`config.mk`:
```
export PLATFORM = sky130hd
export DESIGN_NAME = msis_pick
export DESIGN_NICKNAME = d
export VERILOG_FILES = /design/src/sv/msis_pkg.sv /design/src/sv/msis_pick.sv
export SDC_FILE = /design/constraint.sdc
export NUM_CORES = 1
export LEC_CHECK = 0
export BUFFER_PORTS_ARGS = -buffer_cell sky130_fd_sc_hd__buf_2
export CAP_MARGIN = 0
export CORE_MARGIN = 3
export CORE_UTILIZATION = 53
export DETAILED_ROUTE_END_ITERATION = 8
export PLACE_DENSITY = 0.95
export SYNTH_ARGS = -nofsm -noshare
export SYNTH_HDL_FRONTEND = slang
export SYNTH_SLANG_ARGS = --single-unit
```
`constraint.sdc`:
```
create_clock -name clk -period 5.68 [get_ports clk]
set_clock_uncertainty 0.05 [all_clocks]
set_input_delay 0.852 -clock clk [delete_from_list [all_inputs] [get_ports clk]]
set_output_delay 0.852 -clock clk [all_outputs]
set_load 0.05 [all_outputs]
```
`src/sv/msis_pkg.sv`:
```
// shared types and constants for the max-sum increasing subsequence block
package msis_pkg;

	localparam int VAL_W       = 31;
	localparam int SUM_W       = 41;
	localparam int MAX_LEN_DEF = 1024;

	typedef logic [VAL_W-1:0] val_t;
	typedef logic [SUM_W-1:0] sum_t;

	localparam sum_t SUM_MAX = {SUM_W{1'b1}};

	// control from the sequencer to the predecessor picker
	typedef struct packed {
		logic clr;
		logic upd;
	} pick_ctrl_t;

endpackage

```
`src/sv/msis_pick.sv`:
```
// running best predecessor sum over the entries read back from the store
module msis_pick import msis_pkg::*; (
	input  logic       clk,
	input  pick_ctrl_t ctrl,
	input  val_t       val,
	input  val_t       ent_val,
	input  sum_t       ent_sum,
	output sum_t       pred
);

	sum_t pred_q;

	always_ff @(posedge clk) begin
		if (ctrl.clr) begin
			// start point: value 0, sum 0
			pred_q <= '0;
		end else if (ctrl.upd && (ent_val < val) && (ent_sum > pred_q)) begin
			pred_q <= ent_sum;
		end
	end

	assign pred = pred_q;

endmodule

```
==> results.toml <==
[status]
outcome = "finished clean"

[setup_path]
critPathBufInv = 3
cp_top_family = "compound AO/OA/AOI/OAI gates"
cp.required_ns = 5.84
end_kind = "flip-flop"
path_cells = "buf_2 > inv_1 > ha_1 > a21oi_1 > and3_1 > o21ai_1 > a211o_1 > a211o_1 > a31oi_4 > buf_4 > mux2i_1"
arrival_ns = 3.62
worstPathMaxFanout = 30
crit_type = "primary input to flip-flop"
crit_top_cell = "a211o_1"
critPathMaxStageDelay_ns = 0.54
cpMaxStageDelayCell = "buf_4"
worst_setup_path_start_kind = "primary input"

[clocking]
cts_sinks = 41
h-tree-depth = 2
clock_latency_ns = 0.29
clkTransAtPathRegs_ns = 0.07
root_buffer = "clkbuf_8"
cts_hold_buf = 0
cts_buffer_depth = 2
postCtsSetupBuffers = 0
cts_resized = 0
cts_buffers = 5
cts_tree = "done"

[global_routing]
grt_pass1_wl_um = 13900
antenna_found_initial = 0
overflow = 0
grt_usage_pct = 21.9
grt_max_degree = 83
grt_pass1_vias = 3336

[drt]
drc_errors = 0
drt_iter0_drc = 110
wirelength_um = 8740
via_per_inst = 5.25
num_vias = 3425
ant_nets = 0
wire_per_inst_um = 13.4
drt_first_pass_iters = 5

[placed_design]
io_buffers = 146
placedCellCount = 646
detailed_place_hpwl_um = 7340
place_ws_ns = 1.92
place_congestion = 0.858

[synthesis]
synth_edf_count = 0
synthDistinctLibCells = 30
avgSynthCellArea_um2 = 8.38
synth_area_leaders = "ha_1 (24%), dfxtp_1 (23%), nand2b_1 (15%)"
syn_nets = 612
synth_top_area_cell = "ha_1"
synth_top_area_share_pct = 24.4
synth_seq_cells = 41
postSynthCellCount = 435
ys_seq_area_share_pct = 22.5
dominantRegCellSynth = "dfxtp_1"
synth-async-reset-ratio_pct = 0
yosysWarnings = 0
yosys-top-cells-count = "nand2b_1 (85), ha_1 (71), inv_1 (71)"
synth_most_common_cell = "nand2b_1"
synth.cell_area_um2 = 3650

[timing]
finalSetupViolCount = 0
slew_violations = 0
hold_violations = 0
worst_slack_ns = 2.22
post-route-period-util_pct = 60.8
tightest_slew_ns = 0.947
period_minus_slack_ns = 3.46
setup_tns_ns = 0
rsz0062_at_grt = "false"
timing.slew.headroom_pct = 36.9
max_freq_ghz = 0.289

[cells_and_area]
diodes = 0
final_core_util_pct = 69.1
fill_cells = 517
largest_reg_flops = 41
layout-drive-gt1-share_pct = 27.3
fin_cells = 653
area_growth_pct = 23.1
fin_nets = 753

[flow_run]
cap_violations = 0

[die]
io_pins = 147
die_height_um = 89.0
row_count = 29
coreArea_um2 = 6490
start_util_pct = 56.2
die-area_um2 = 7910
die_x_um = 89.0

[power_and_ir_drop]
total_leakage_power_uw = 0.00225
max-vdd-ir-drop_mv = 0.138
power.density_nw_per_um2 = 190

[worst_hold_path]
hp-class = "flip-flop to flip-flop"
## worst min-delay path, stage by stage (launching register included)
cell	delay [ns]
dfxtp_1	0.33
nand2b_1	0.06
mux2i_1	0.06
## layer usage
metal  global-route usage, %  vias to the layer above  routed length [um]
met4                    5.14                        0                  78
met5                       0                        -                   0
met1                    23.9                     1542                3500
met2                    41.7                      132                4310
met3                    5.99                       10                 853
li1                        -                     1741                   -
## through the flow
| step | hold slack, ns | power [uW] | instance area [um2] |
|---|---|---|---|
| after global routing | 0.461 | 916 | 4490 |
| after floorplan | 0.654 | 569 | 3650 |
| after detailed placement | 0.428 | 667 | 4400 |
| after global placement | 0.419 | 652 | 4400 |
| final | 0.439 | 855 | 4490 |
| after CTS | 0.440 | 862 | 4490 |
## final timing paths
| kind | to | startpoint | cells after the start | slack, ns |
|---|---|---|---|---|
| worst max-delay path | pred[24] | val[6] | 11 | 2.22 |
| worst min-delay path | pred[13] | pred[13] | 2 | 0.44 |
| worst max register to register | pred[24] | pred[28] | 8 | 2.49 |
| worst min register to register | pred[13] | pred[13] | 2 | 0.44 |
## cell type report
class	instances	area, um2	share of cell area [%]
multi-input combinational	310	2480	55.3
timing repair buffer	147	738	16.4
sequential	41	821	18.3
inverter	71	267	5.94
clock buffer	7	86.3	1.92
tap	77	96.3	2.15
## layout by cell type, fill, tap and decap left out
| cell | Yosys | routed |
|---|---|---|
| a211o_1 | 2 | 2 |
| o31a_2 | 1 | 1 |
| a22o_1 | 1 | 1 |
| nor3_1 | 1 | 1 |
| o21a_1 | 1 | 1 |
| dfxtp_1 | 41 | 41 |
| ha_1 | 71 | 71 |
| o31ai_1 | 2 | 2 |
| nand4_1 | 14 | 14 |
| o21ai_0 | 10 | 10 |
| buf_4 | 0 | 1 |
| a21o_1 | 6 | 6 |
| buf_2 | 0 | 146 |
| a21boi_0 | 1 | 1 |
| clkbuf_1 | 9 | 1 |
| inv_1 | 71 | 71 |
| and3_1 | 2 | 2 |
| a2111oi_4 | 1 | 1 |
| nor2_1 | 11 | 11 |
| nand3_1 | 7 | 7 |
| o21ai_1 | 1 | 1 |
| nand2b_1 | 85 | 85 |
| a31oi_1 | 1 | 1 |
| nand2_1 | 16 | 16 |
| nor4_1 | 2 | 2 |
| clkbuf_8 | 0 | 6 |
| a31oi_4 | 1 | 1 |
| mux2i_1 | 41 | 41 |
| o2111ai_1 | 2 | 2 |
| a21oi_2 | 1 | 1 |
| a2111oi_0 | 1 | 1 |
| a21oi_1 | 28 | 28 |
## power breakdown
group	internal [uW]	leakage (uW)	total [uW]	switching [uW]
Combinational	133	0.00187	334	201
Sequential	309	0.000335	325	16.7
Clock	96.5	0.0000443	195	98.6
## kinds of logic (layout without fill, tap and decap cells)
kind of cell | Yosys count | after routing | synth area share, %
multiplexers | 41 | 41 | 11.3
buffers and inverters | 84 | 225 | 9.47
flip-flops | 41 | 41 | 22.5
AO/OA/AOI/OAI | 60 | 60 | 10.9
adder cells (fa/ha/maj) | 71 | 71 | 24.4
AND/OR/NAND/NOR | 138 | 138 | 21.5
Note: power is estimated with default switching activity, not from simulation.
